File: src/hw/rtl/lzwc_pkg.sv
// ----------------------------------------------------------------------------
// lzwc_pkg
// Shared types and constants for the LZW byte compressor.
// ----------------------------------------------------------------------------
package lzwc_pkg;

    localparam int DICT_SIZE   = 4096;
    localparam int ROOT_COUNT  = 256;
    localparam int CELL_COUNT  = DICT_SIZE - ROOT_COUNT;
    localparam int BYTE_W      = 8;
    localparam int CODE_W      = 12;
    localparam int CODE_IW     = $clog2(DICT_SIZE);
    localparam int CNT_W       = $clog2(CELL_COUNT + 1);
    localparam int GROUP_SIZE  = 64;
    localparam int LOC_W       = $clog2(GROUP_SIZE);
    localparam int GROUP_COUNT = (CELL_COUNT + GROUP_SIZE - 1) / GROUP_SIZE;
    localparam int GRP_W       = $clog2(GROUP_COUNT);
    localparam int POS_W       = GRP_W + LOC_W;

    typedef struct packed {
        logic [BYTE_W-1:0] data_byte;
        logic              last_in;
    } req_t;

    typedef struct packed {
        logic [CODE_W-1:0] code;
        logic              last_code;
    } res_t;

    typedef struct packed {
        logic [CODE_IW-1:0] prefix;
        logic [BYTE_W-1:0]  ch;
    } entry_t;

    typedef struct packed {
        logic             any;
        logic [LOC_W-1:0] idx;
    } grp_t;

    typedef enum logic [6:0] {
        S_IDLE  = 7'b0000001,
        S_CMP   = 7'b0000010,
        S_GRP   = 7'b0000100,
        S_FIN   = 7'b0001000,
        S_DEC   = 7'b0010000,
        S_EMIT1 = 7'b0100000,
        S_EMITL = 7'b1000000
    } state_t;

endpackage

File: src/hw/rtl/lzwc_cell.sv
// ----------------------------------------------------------------------------
// lzwc_cell
// One dictionary cell: holds an entry, shifts it onward on insert, and
// registers a match against the broadcast query.
// ----------------------------------------------------------------------------
module lzwc_cell (
    input  logic            clk,
    input  logic            rst_n,
    input  logic            shift,
    input  logic            active,
    input  lzwc_pkg::entry_t prev,
    input  lzwc_pkg::entry_t query,
    output lzwc_pkg::entry_t entry,
    output logic            hit
);

    lzwc_pkg::entry_t entry_reg;
    logic             hit_reg;

    always_ff @(posedge clk)
    begin
        if (shift)
        begin
            entry_reg <= prev;
        end
    end

    always_ff @(posedge clk or negedge rst_n)
    begin
        if (!rst_n)
        begin
            hit_reg <= 1'b0;
        end
        else
        begin
            hit_reg <= active && (entry_reg == query);
        end
    end

    assign entry = entry_reg;
    assign hit   = hit_reg;

endmodule

File: config.mk
export PLATFORM = sky130hd
export DESIGN_NAME = lzwc_cell
export DESIGN_NICKNAME = d
export VERILOG_FILES = /design/src/hw/rtl/lzwc_pkg.sv /design/src/hw/rtl/lzwc_cell.sv
export SDC_FILE = /design/constraint.sdc
export NUM_CORES = 1
export LEC_CHECK = 0
export BUFFER_PORTS_ARGS = -buffer_cell sky130_fd_sc_hd__buf_2
export CORE_MARGIN = 5
export CORE_UTILIZATION = 34
export DETAILED_ROUTE_END_ITERATION = 7
export PLACE_DENSITY = 0.8
export SYNTH_ARGS = -nofsm -noshare
export SYNTH_HDL_FRONTEND = slang
export SYNTH_SLANG_ARGS = --single-unit
export TNS_END_PERCENT = 5
File: constraint.sdc
create_clock -name clk -period 1.3 [get_ports clk]
set_clock_uncertainty 0.05 [all_clocks]
set_input_delay 0.195 -clock clk [delete_from_list [all_inputs] [get_ports clk]]
set_output_delay 0.195 -clock clk [all_outputs]
set_load 0.01 [all_outputs]
# After elaboration in Yosys (flattened, before gate mapping)
# Index checks and enable logic that the tools add are counted.
totals:
  reg_bits: 21
  input_bits: 44
op_classes:
  eq_ne: 1
  reduce_logical: 1
op_table:
  columns: ["op", "count"]
  rows:
  - ["20-bit equality test", 1]
  - ["1-bit logical AND", 1]

# Logic depth before layout (Yosys ltp)
depth:
  ltp_word: 2
  ltp_mapped: 4

# Worst setup path before layout
# Ideal clock, no wire load.
synth_path:
  kind: "flip-flop to flip-flop"
  start: "register entry_reg (netlist bit entry[19])"
  end: "register hit_reg (netlist: hit)"
  required_ns: 1.154
  period_less_slack_ns: 1.309
  t_arrival_ns: 1.163
  setup_ns: 0.096
  setup_slack_ns: -0.009
  path_stages_with_launch: 5
  cell_sequence: "edfxtp_1 xor2_1 nor4_1 nand4_1 nor4_2"
synth_between:
  elab_chain_cells: 2
synth_lines:
  columns: ["element", "line_no", "source"]
  rows:
  - ["from (decl)", "lzwc_cell.sv:17", "lzwc_pkg::entry_t entry_reg;"]
  - ["from (signal assigned)", "lzwc_cell.sv:24", "entry_reg <= prev;"]
  - ["20-bit equality test", "lzwc_cell.sv:36", "hit_reg <= active && (entry_reg == query);"]
  - ["1-bit logical AND", "lzwc_cell.sv:36", null]
  - ["to (signal assigned)", "lzwc_cell.sv:36", null]
  - ["to (decl)", "lzwc_cell.sv:18", "logic hit_reg;"]
# No other way between the ends.
# A chain may end at the register's enable or synchronous reset.

# Final worst setup path
layout_path:
  start: "register entry_reg (netlist bit entry[0])"
  end: "register hit_reg (netlist: hit)"
# Same word-level chain as after synthesis.

==> key figures <==
Synthesis
  – Yosys reg bits: 21
  – Synth Area per Inst: 17.7 um2
  – Post-synthesis sequential area ratio: 73.6%
  – Top post-synthesis cells by area: edfxtp_1 71%, xnor2_1 12%, xor2_1 8.2%
  – Synth Net Count: 92
  – Area leader, netlist: edfxtp_1
  – Mapped Cells: 48
  – Synth warn: 0
  – Yosys cell types: 8
  – Yosys top cell area share: 70.7%
  – Syn Std Cell Area: 850 um2

Clocking
  – CTS tree: yes
  – Num CTS Buffers: 3
  – Max clock buf depth: 2
  – Worst-Skew Late Latency: 0.30 ns
  – Clock Tree Root: clkbuf_4
  – # H-tree levels: 1
  – CTS sink count: 21
  – Reg clk slew, reported paths: 0.12 ns

Critical path
  – Crit-path cells: xor2_1 > nor4_1 > nand3_1 > nor4_2
  – CP max stage delay: 0.42 ns
  – Delay-heaviest family, CP: simple AND/OR/NAND/NOR gates
  – Max FO, Critical Path: 2
  – CP Launch Type: register
  – Setup crit end kind: register
  – Reg-to-Reg Start: entry[0]
  – CP Class: reg2reg
  – WP data arrival: 1.50 ns
  – CP max-delay cell: edfxtp_1
  – Setup crit start: entry[0]
  – CP Buf/Inv Count: 0
  – Critical Path RT: 1.46 ns

Global route
  – Grt total ovfl: 0
  – M1 GR Usage: 12.6%
  – Busiest grt layer: met2
  – Total Routing Usage GR: 11.6%
  – Global-route met2 utilization: 19.4%
  – Met3 GRT Util: 3.89%
  – Initial antenna violation count: 0
  – Vias in the first global route: 691
  – First-pass GRT wire length: 2980 um
  – Pin count of the biggest net entering global routing: 21

Cells and area
  – Footprint of the multi-input gates: 224 um2
  – N_diodes: 0
  – Layout cell share with drive strength beyond 1: 56.1%
  – Nets: 168
  – Final Core Density: 53.7%
  – Design area: 1310 um2
  – Filler cell count: 225
  – Max reg flops: 20
  – Area occupied by registers: 626 um2
  – Area growth, synth to finish: 53.6%

Power and ir drop
  – Largest vdd supply drop: 0.709 mV
  – PD cells: 1060 nW/um2
  – Leakage power: 0.572 nW

Floorplanning
  – DIE AREA: 3600 um2
  – Die Span X: 60.0 um
  – Total core area: 2430 um2
  – IO Count: 65
  – Starting Density: 34.9%
  – Row cnt: 18
  – Die span in y: 60.0 um

Routing
  – Via/cell ratio: 4.33
  – Pre-antenna DRT Iters: 4
  – Routed Antenna Nets: 0
  – Total Wirelength: 2030 um
  – Routed len/inst: 13.3 um
  – Vias: 663
  – # DRC: 0
  – 1st-iter DRT viols: 23

Timing
  – Fin. Hold Viols: 0
  – Fin. max-slew vios: 0
  – Headroom to the max-slew limit: 70.0%
  – Worst slew pin tran: 0.449 ns
  – Setup-failing EPs final: 1
  – Unrepaired setup endpoints after global routing: true
  – Post-route minimum period: 1.34 ns
  – Fin crit share: 103%
  – Max Clock Freq: 749 MHz
  – Setup ws final: -0.0352 ns

Placed design
  – HPWL Detailed: 1630 um
  – Input/output buffers: 64
  – Placed cell areas: 1210 um2
  – Routability cong.: 0.660
  – Pre-CTS setup slack: -0.0427 ns

Run status
  – Failing checks: setup timing
  – Status: complete, but fails checks

Min path
  – Worst Hold Class: in2reg
  – Hold_sp: prev[7]

Flow run
  – Max-Cap Viols: 0
==> stage by stage <==
| step | setup TNS, ns | hold slack (ns) | std cells | power [mW] |
|---|---|---|---|---|
| final | -0.0352 | 0.0134 | 153 | 1.38 |
| after global routing | -0.136 | 0.000461 | 153 | 1.44 |
| after CTS | -0.0698 | 0.0000436 | 148 | 1.39 |
| after detailed placement | -0.0427 | -0.0670 | 142 | 1.07 |
| after global placement | 0 | -0.0670 | 142 | 1.07 |
| after floorplan | 0 | -0.151 | 48 | 0.935 |
==> logic make-up after synthesis <==
kind of cell / count (synthesis) / share of synthesized area (%)
xor+xnor: 20 / 20.6
simple gates: 7 / 5.74
flops: 21 / 73.6
==> Yosys cell counts, drive strengths merged <==
library cell / number
xor2: 8
edfxtp: 20
dfrtp: 1
nor4: 3
nand3: 1
nand4: 3
xnor2: 12
==> repair_timing <==
action | CTS | global route
hold buffers | 2 | 5
hold endpoints to repair | 2 | 5
resized for setup | 0 | 0
setup buffers | 0 | 0
pin swaps | 2 | 1
endpoints found under the setup margin | 1 | 1
==> path summary, 6_finish.rpt <==
kind | depth (start not counted) | to | slack (ns)
max | 4 | hit | -0.04
min | 1 | entry[7] | 0.01
max in group asynchronous | 2 | hit | 0.96
min reg2reg | 3 | hit | 0.55
max reg2reg | 4 | hit | -0.04
min in group asynchronous | 2 | hit | 0.14
==> area by class of cell <==
cell class              instances  share of cell area [%]
repair buffers                 71                    29.9
multi-input cells              27                    17.2
well taps                      30                    2.88
clock buffers                   3                    1.73
flip-flops and latches         21                    47.9
clock inverters                 1                   0.384
==> per-layer routing <==
| metal | vias to the layer above | share of wire [%] |
|---|---|---|
| li1 | 329 | - |
| met1 | 293 | 36 |
| met2 | 39 | 50 |
| met3 | 2 | 13 |
| met4 | 0 | 0.84 |
| met5 | - | 0 |
==> cell usage in the layout (no fill, tap or decap) <==
| cell type | netlist | layout |
|---|---|---|
| buf_2 | 0 | 64 |
| edfxtp_1 | 20 | 20 |
| xnor2_1 | 12 | 12 |
| xor2_1 | 8 | 8 |
| dlygate4sd3_1 | 0 | 7 |
| nand4_1 | 3 | 3 |
| clkbuf_4 | 0 | 3 |
| nor4_1 | 2 | 2 |
| nand3_1 | 1 | 1 |
| nor4_2 | 1 | 1 |
| clkinv_2 | 0 | 1 |
| dfrtp_1 | 1 | 1 |
==> report_power, final <==
part           total [mW]  switching (mW)  leakage (nW)  internal, mW
sequential          0.831          0.0323         0.210         0.799
combinational       0.239           0.104         0.344         0.135
clock               0.307           0.192        0.0177         0.115
Note: power is estimated with default switching activity, not from simulation.
