===== src/hw/rtl/lzwc_pkg.sv =====
// ----------------------------------------------------------------------------
// lzwc_pkg
// Shared types and constants for the LZW byte compressor.
// ----------------------------------------------------------------------------
package lzwc_pkg;

    localparam int DICT_SIZE   = 4096;
    localparam int ROOT_COUNT  = 256;
    localparam int CELL_COUNT  = DICT_SIZE - ROOT_COUNT;
    localparam int BYTE_W      = 8;
    localparam int CODE_W      = 12;
    localparam int CODE_IW     = $clog2(DICT_SIZE);
    localparam int CNT_W       = $clog2(CELL_COUNT + 1);
    localparam int GROUP_SIZE  = 64;
    localparam int LOC_W       = $clog2(GROUP_SIZE);
    localparam int GROUP_COUNT = (CELL_COUNT + GROUP_SIZE - 1) / GROUP_SIZE;
    localparam int GRP_W       = $clog2(GROUP_COUNT);
    localparam int POS_W       = GRP_W + LOC_W;

    typedef struct packed {
        logic [BYTE_W-1:0] data_byte;
        logic              last_in;
    } req_t;

    typedef struct packed {
        logic [CODE_W-1:0] code;
        logic              last_code;
    } res_t;

    typedef struct packed {
        logic [CODE_IW-1:0] prefix;
        logic [BYTE_W-1:0]  ch;
    } entry_t;

    typedef struct packed {
        logic             any;
        logic [LOC_W-1:0] idx;
    } grp_t;

    typedef enum logic [6:0] {
        S_IDLE  = 7'b0000001,
        S_CMP   = 7'b0000010,
        S_GRP   = 7'b0000100,
        S_FIN   = 7'b0001000,
        S_DEC   = 7'b0010000,
        S_EMIT1 = 7'b0100000,
        S_EMITL = 7'b1000000
    } state_t;

endpackage


===== src/hw/rtl/lzwc_group.sv =====
// ----------------------------------------------------------------------------
// lzwc_group
// Encodes the match lines of one group of cells into a registered
// hit flag and local position.
// ----------------------------------------------------------------------------
module lzwc_group (
    input  logic                              clk,
    input  logic                              rst_n,
    input  logic [lzwc_pkg::GROUP_SIZE-1:0]   hits,
    output lzwc_pkg::grp_t                    grp
);

    lzwc_pkg::grp_t grp_reg;
    lzwc_pkg::grp_t grp_next;

    always_comb
    begin
        grp_next.any = |hits;
        grp_next.idx = '0;
        for (int i = 0; i < lzwc_pkg::GROUP_SIZE; i++)
        begin
            if (hits[i])
            begin
                grp_next.idx = grp_next.idx | lzwc_pkg::LOC_W'(i);
            end
        end
    end

    always_ff @(posedge clk or negedge rst_n)
    begin
        if (!rst_n)
        begin
            grp_reg <= '0;
        end
        else
        begin
            grp_reg <= grp_next;
        end
    end

    assign grp = grp_reg;

endmodule

===== config.mk =====
export PLATFORM = sky130hd
export DESIGN_NAME = lzwc_group
export DESIGN_NICKNAME = d
export VERILOG_FILES = /design/src/hw/rtl/lzwc_pkg.sv /design/src/hw/rtl/lzwc_group.sv
export SDC_FILE = /design/constraint.sdc
export NUM_CORES = 1
export LEC_CHECK = 0
export BUFFER_PORTS_ARGS = -buffer_cell sky130_fd_sc_hd__buf_2
export CAP_MARGIN = 20
export CORE_ASPECT_RATIO = 0.9
export CORE_MARGIN = 2
export CORE_UTILIZATION = 29
export DETAILED_ROUTE_END_ITERATION = 8
export PLACE_DENSITY_LB_ADDON = 0.05
export SYNTH_ARGS = -nofsm -noshare
export SYNTH_HDL_FRONTEND = slang
export SYNTH_SLANG_ARGS = --single-unit

===== constraint.sdc =====
create_clock -name clk -period 0.8 [get_ports clk]
set_input_delay 0.16 -clock clk [delete_from_list [all_inputs] [get_ports clk]]
set_output_delay 0.16 -clock clk [all_outputs]
set_load 0.02 [all_outputs]

==> key figures, run 1 <==
Outcome
  – Outcome: stopped before the end
  – Last step reached: 4_1_cts
  – First error: [ERROR DPL-0038] Utilization greater than 100%, impossible to legalize

Placement
  – GP Congestion: 0.8696
  – Post-Place Worst Slack: -0.5941 ns
  – DP Area: 1260 um^2
  – Detailed placement HPWL: 2.161 mm
  – Port bufs: 72

Logic synthesis
  – Post-synthesis area per instance: 7.885 um^2
  – Number of flops mapped to enable cells by yosys: 0
  – Area leader, netlist: dfrtp_1
  – Synth top area cells: dfrtp_1 35%, nor4_1 34%, nand4_1 8.8%, nor2_1 6.0%, nand3_1 4.0%
  – Mapped Nets: 129
  – Post-Syn Area: 496.7 um^2
  – Synthesized flop and latch total: 7
  – Post-Synthesis Cells: 63
  – Ys async rst share: 1.000
  – Library cells used by synthesis: 11
  – Sequential fraction of the synthesis area: 0.3526
  – Ys flop type: dfrtp_1
  – Commonest cells in the netlist: 27 x nor4_1, 8 x nor2_1, 7 x dfrtp_1, 7 x nand4_1
  – YS warnings: 0
  – Count leader, synth: nor4_1
  – Post-synth top area share: 0.3526

Floorplanning
  – Number of placement rows: 14
  – Die height: 43.27 um
  – Initial Utilization: 0.3017
  – Die X: 47.63 um
  – Top-level port count: 73

Clock network
  – Max Root-Sink Buffers: 2
  – CTS Buf Count: 3
  – Hold-fix buffers at CTS: 1
  – Root buf cell: clkbuf_4
  – Post_cts resized: 76
  – Clock sinks: 7
  – Setup repair bufs after CTS: 4
  – H-Tree Depth: 1
==> kinds of logic after synthesis <==
logic type / share of synthesized area
AND/OR/NAND/NOR: 0.6473
flip-flops: 0.3526
==> metrics by stage <==
step	std cells	setup TNS [ns]
after global placement	191	-3.112
after floorplan	63	-1.258
after detailed placement	191	-3.128
==> run 2: changes to the inputs <==
--- a/config.mk
+++ b/config.mk
@@ -7,11 +7,10 @@
 export LEC_CHECK = 0
 export BUFFER_PORTS_ARGS = -buffer_cell sky130_fd_sc_hd__buf_2
 export CAP_MARGIN = 20
-export CORE_ASPECT_RATIO = 0.9
-export CORE_MARGIN = 2
-export CORE_UTILIZATION = 29
+export CORE_AREA = 2 2 63 65
 export DETAILED_ROUTE_END_ITERATION = 8
-export PLACE_DENSITY_LB_ADDON = 0.05
+export DIE_AREA = 0 0 65 67
+export PLACE_DENSITY_LB_ADDON = 0.15
 export SYNTH_ARGS = -nofsm -noshare
 export SYNTH_HDL_FRONTEND = slang
 export SYNTH_SLANG_ARGS = --single-unit
==> run 2 against run 1 <==
Against the previous run: the flow now finishes, with violations (negative setup slack); synthesized area unchanged; synthesized cell count is the same.
==> key figures, run 2 <==
Outcome
  – Outcome: complete, but fails checks
  – Violated checks: negative setup slack

Placement
  – Port bufs: 72 (unchanged)
  – GP Congestion: 0.8026 (-7.7%)
  – Post-Place Worst Slack: -0.7052 ns (-0.1111 ns)
  – Detailed placement HPWL: 2.638 mm (+22%)
  – DP Area: 1328 um^2 (+5.4%)

Power
  – Static leakage: 0.7078 nW
  – Worst ir drop on vdd: 0.3111 mV
  – Power Density: 798.0 nW/um^2

Setup path
  – Worst path most repeated cell: or4_4
  – Crit path depth: 3
  – CP max stage delay: 0.54 ns
  – CP Cell Sequence: buf_6 -> or4_4 -> or4_4
  – Max FO, Critical Path: 2
  – Largest delay share family, worst path: simple AND/OR/NAND/NOR gates
  – Critical path buffers and inverters: 1
  – Startpoint Class: input pin
  – Worst path required time: 0.88 ns
  – Crit path DAT: 1.32 ns
  – CP Class: input pin to flop
  – Worst Setup End Kind: flop
  – Slowest cell on the critical path: or4_4

Final layout
  – Fill cells: 340
  – Most common cell after layout, fill and taps aside: buf_2
  – Final nets: 246
  – Area grow syn2layout: 262.5%
  – Layout cells sized above 1: 0.8268
  – Storage element area: 175.2 um^2
  – Max reg flops: 7
  – Most frequent cells in the layout: 48 x buf_2, 35 x buf_6, 25 x buf_4
  – Multi-input gate area: 643.1 um^2
  – Final Core Density: 0.4993
  – N_diodes: 0
  – Final Cell Area: 1800 um^2

Timing
  – Hold Vio Cnt, Final: 0
  – # setup viols final: 14
  – Period minus WS final: 1.238 ns
  – Hold Slack: 0.1955 ns
  – Final cycle utilization of the critical path: 1.548
  – Worst Tran Pin Value: 0.3567 ns
  – Final setup margin: -0.4382 ns
  – Fmax: 0.8076 GHz
  – Max_slew headroom: 0.7600
  – Fin. max-slew vios: 0
  – RSZ-0062 raised after global routing: yes
  – Setup TNS: -1.908 ns

Logic synthesis
  – Synth Area in Simple Gates: 0.6474 (unchanged)
  – Mux cell area share after synthesis: 0 (unchanged)
  – Compound-Gate Fraction of Synth Area: 0 (unchanged)
  – Number of flops mapped to enable cells by yosys: 0 (unchanged)
  – Commonest cells in the netlist: 27 x nor4_1, 8 x nor2_1, 7 x dfrtp_1, 7 x nand4_1
  – Post-synthesis area per instance: 7.885 um^2 (unchanged)
  – Largest family of logic cells by synthesized area: simple AND/OR/NAND/NOR gates
  – Post-synth top area share: 0.3526 (unchanged)
  – Post-Syn Area: 496.7 um^2 (unchanged)
  – Synth Area in Adders: 0 (unchanged)
  – Ys flop type: dfrtp_1
  – Post-Synthesis Cells: 63 (unchanged)
  – Synth top area cells: dfrtp_1 35%, nor4_1 34%, nand4_1 8.8%, nor2_1 6.0%, nand3_1 4.0%
  – Area leader, netlist: dfrtp_1
  – Library cells used by synthesis: 11 (unchanged)
  – Count leader, synth: nor4_1
  – Sequential fraction of the synthesis area: 0.3526 (unchanged)
  – Mapped Nets: 129 (unchanged)
  – XOR/XNOR Fraction of Synth Area: 0 (unchanged)
  – Synthesized flop and latch total: 7 (unchanged)
  – Ys async rst share: 1.000 (unchanged)
  – YS warnings: 0 (unchanged)

Route
  – Wirelength per Cell: 13.54 um
  – Drt first pass iters: 4
  – Antenna viol nets, final: 0
  – Post-route DRC: 0
  – Drt via density: 4.493
  – Routed WL: 3.073 mm
  – Initial DRC Count: 13
  – Via Count: 1,020

Global routing
  – Grt total ovfl: 0
  – Vias in the first global route: 1,166
  – First-pass GRT wire length: 5.037 mm
  – Antenna violations before repair: 0
  – Largest net degree at the start of global routing: 8
  – Gr usage total: 0.1513

Worst hold path
  – Hold Path Cell Cnt: 3
  – Hold crit path type: input pin to flop

Floorplanning
  – Die height: 67 um (+55%)
  – Area of the core: 3606 um^2
  – Die X: 65 um (+36%)
  – Number of placement rows: 22 (+8)
  – Initial Utilization: 0.1378 (-0.1639)
  – Top-level port count: 73 (unchanged)
  – Die area: 4355 um^2

Clock network
  – Max Root-Sink Buffers: 2 (unchanged)
  – CTS tree: built
  – CTS Buf Count: 3 (unchanged)
  – CTS clk-pin slew, worst paths: 0.04 ns
  – Root buf cell: clkbuf_8
  – Clock sinks: 7 (unchanged)
  – H-Tree Depth: 1 (unchanged)

Job
  – Max Cap Viol: 0
==> run 2: cell counts after synthesis <==
No cell type changed its count.
==> run 2: final timing paths <==
kind                          start  slack [ns]      to
max in group asynchronous     rst_n        0.36  grp[2]
min                         hits[0]        0.20  grp[6]
min in group asynchronous     rst_n        0.30  grp[0]
max                        hits[21]       -0.44  grp[2]
==> run 2: report_power, final <==
group	switching, mW	internal, mW
clock	0.125	0.342
combinational	0.260	0.353
sequential	0.000000000104	0.356
==> run 2: logic make-up after synthesis <==
family,Yosys count
flip-flops,7
AND/OR/NAND/NOR,56
==> run 2: area by class of cell <==
class	instances	share of cell area
multi-input cells	56	0.3572
repair buffers	112	0.4871
clock buffers	4	0.02502
flip-flops and latches	7	0.09729
well taps	48	0.03336
==> run 2: metal layers <==
metal | vias up | GRT usage | part of all wire
met5 | - | 0 | 0
met4 | 0 | 0.04787 | 0.028
met3 | 8 | 0.02027 | 0.049
met2 | 36 | 0.3041 | 0.55
met1 | 474 | 0.1602 | 0.38
li1 | 502 | - | -
==> run 2: worst min-delay path, stage by stage <==
cell	delay (ns)
buf_2	0.08
nor4_1	0.05
nand4_1	0.09
==> run 2: through the flow <==
step           total power, mW  instances
5_1_grt                  1.531        227
2_1_floorplan           0.4162         63
3_3_place_gp            0.7926        220
3_5_place_dp            0.7979        220
4_1_cts                  1.401        226
6_report                 1.437        227
==> run 2: what timing repair did <==
item / in CTS / in global routing
setup endpoints to repair: 14 / 14
endpoints found under the hold margin: 7 / 0
gates resized for setup: 62 / 25
setup buffers: 2 / 2
pin swaps: 17 / 16
hold buffers: 1 / 0
No activity file was read; power rests on OpenSTA's default activity.
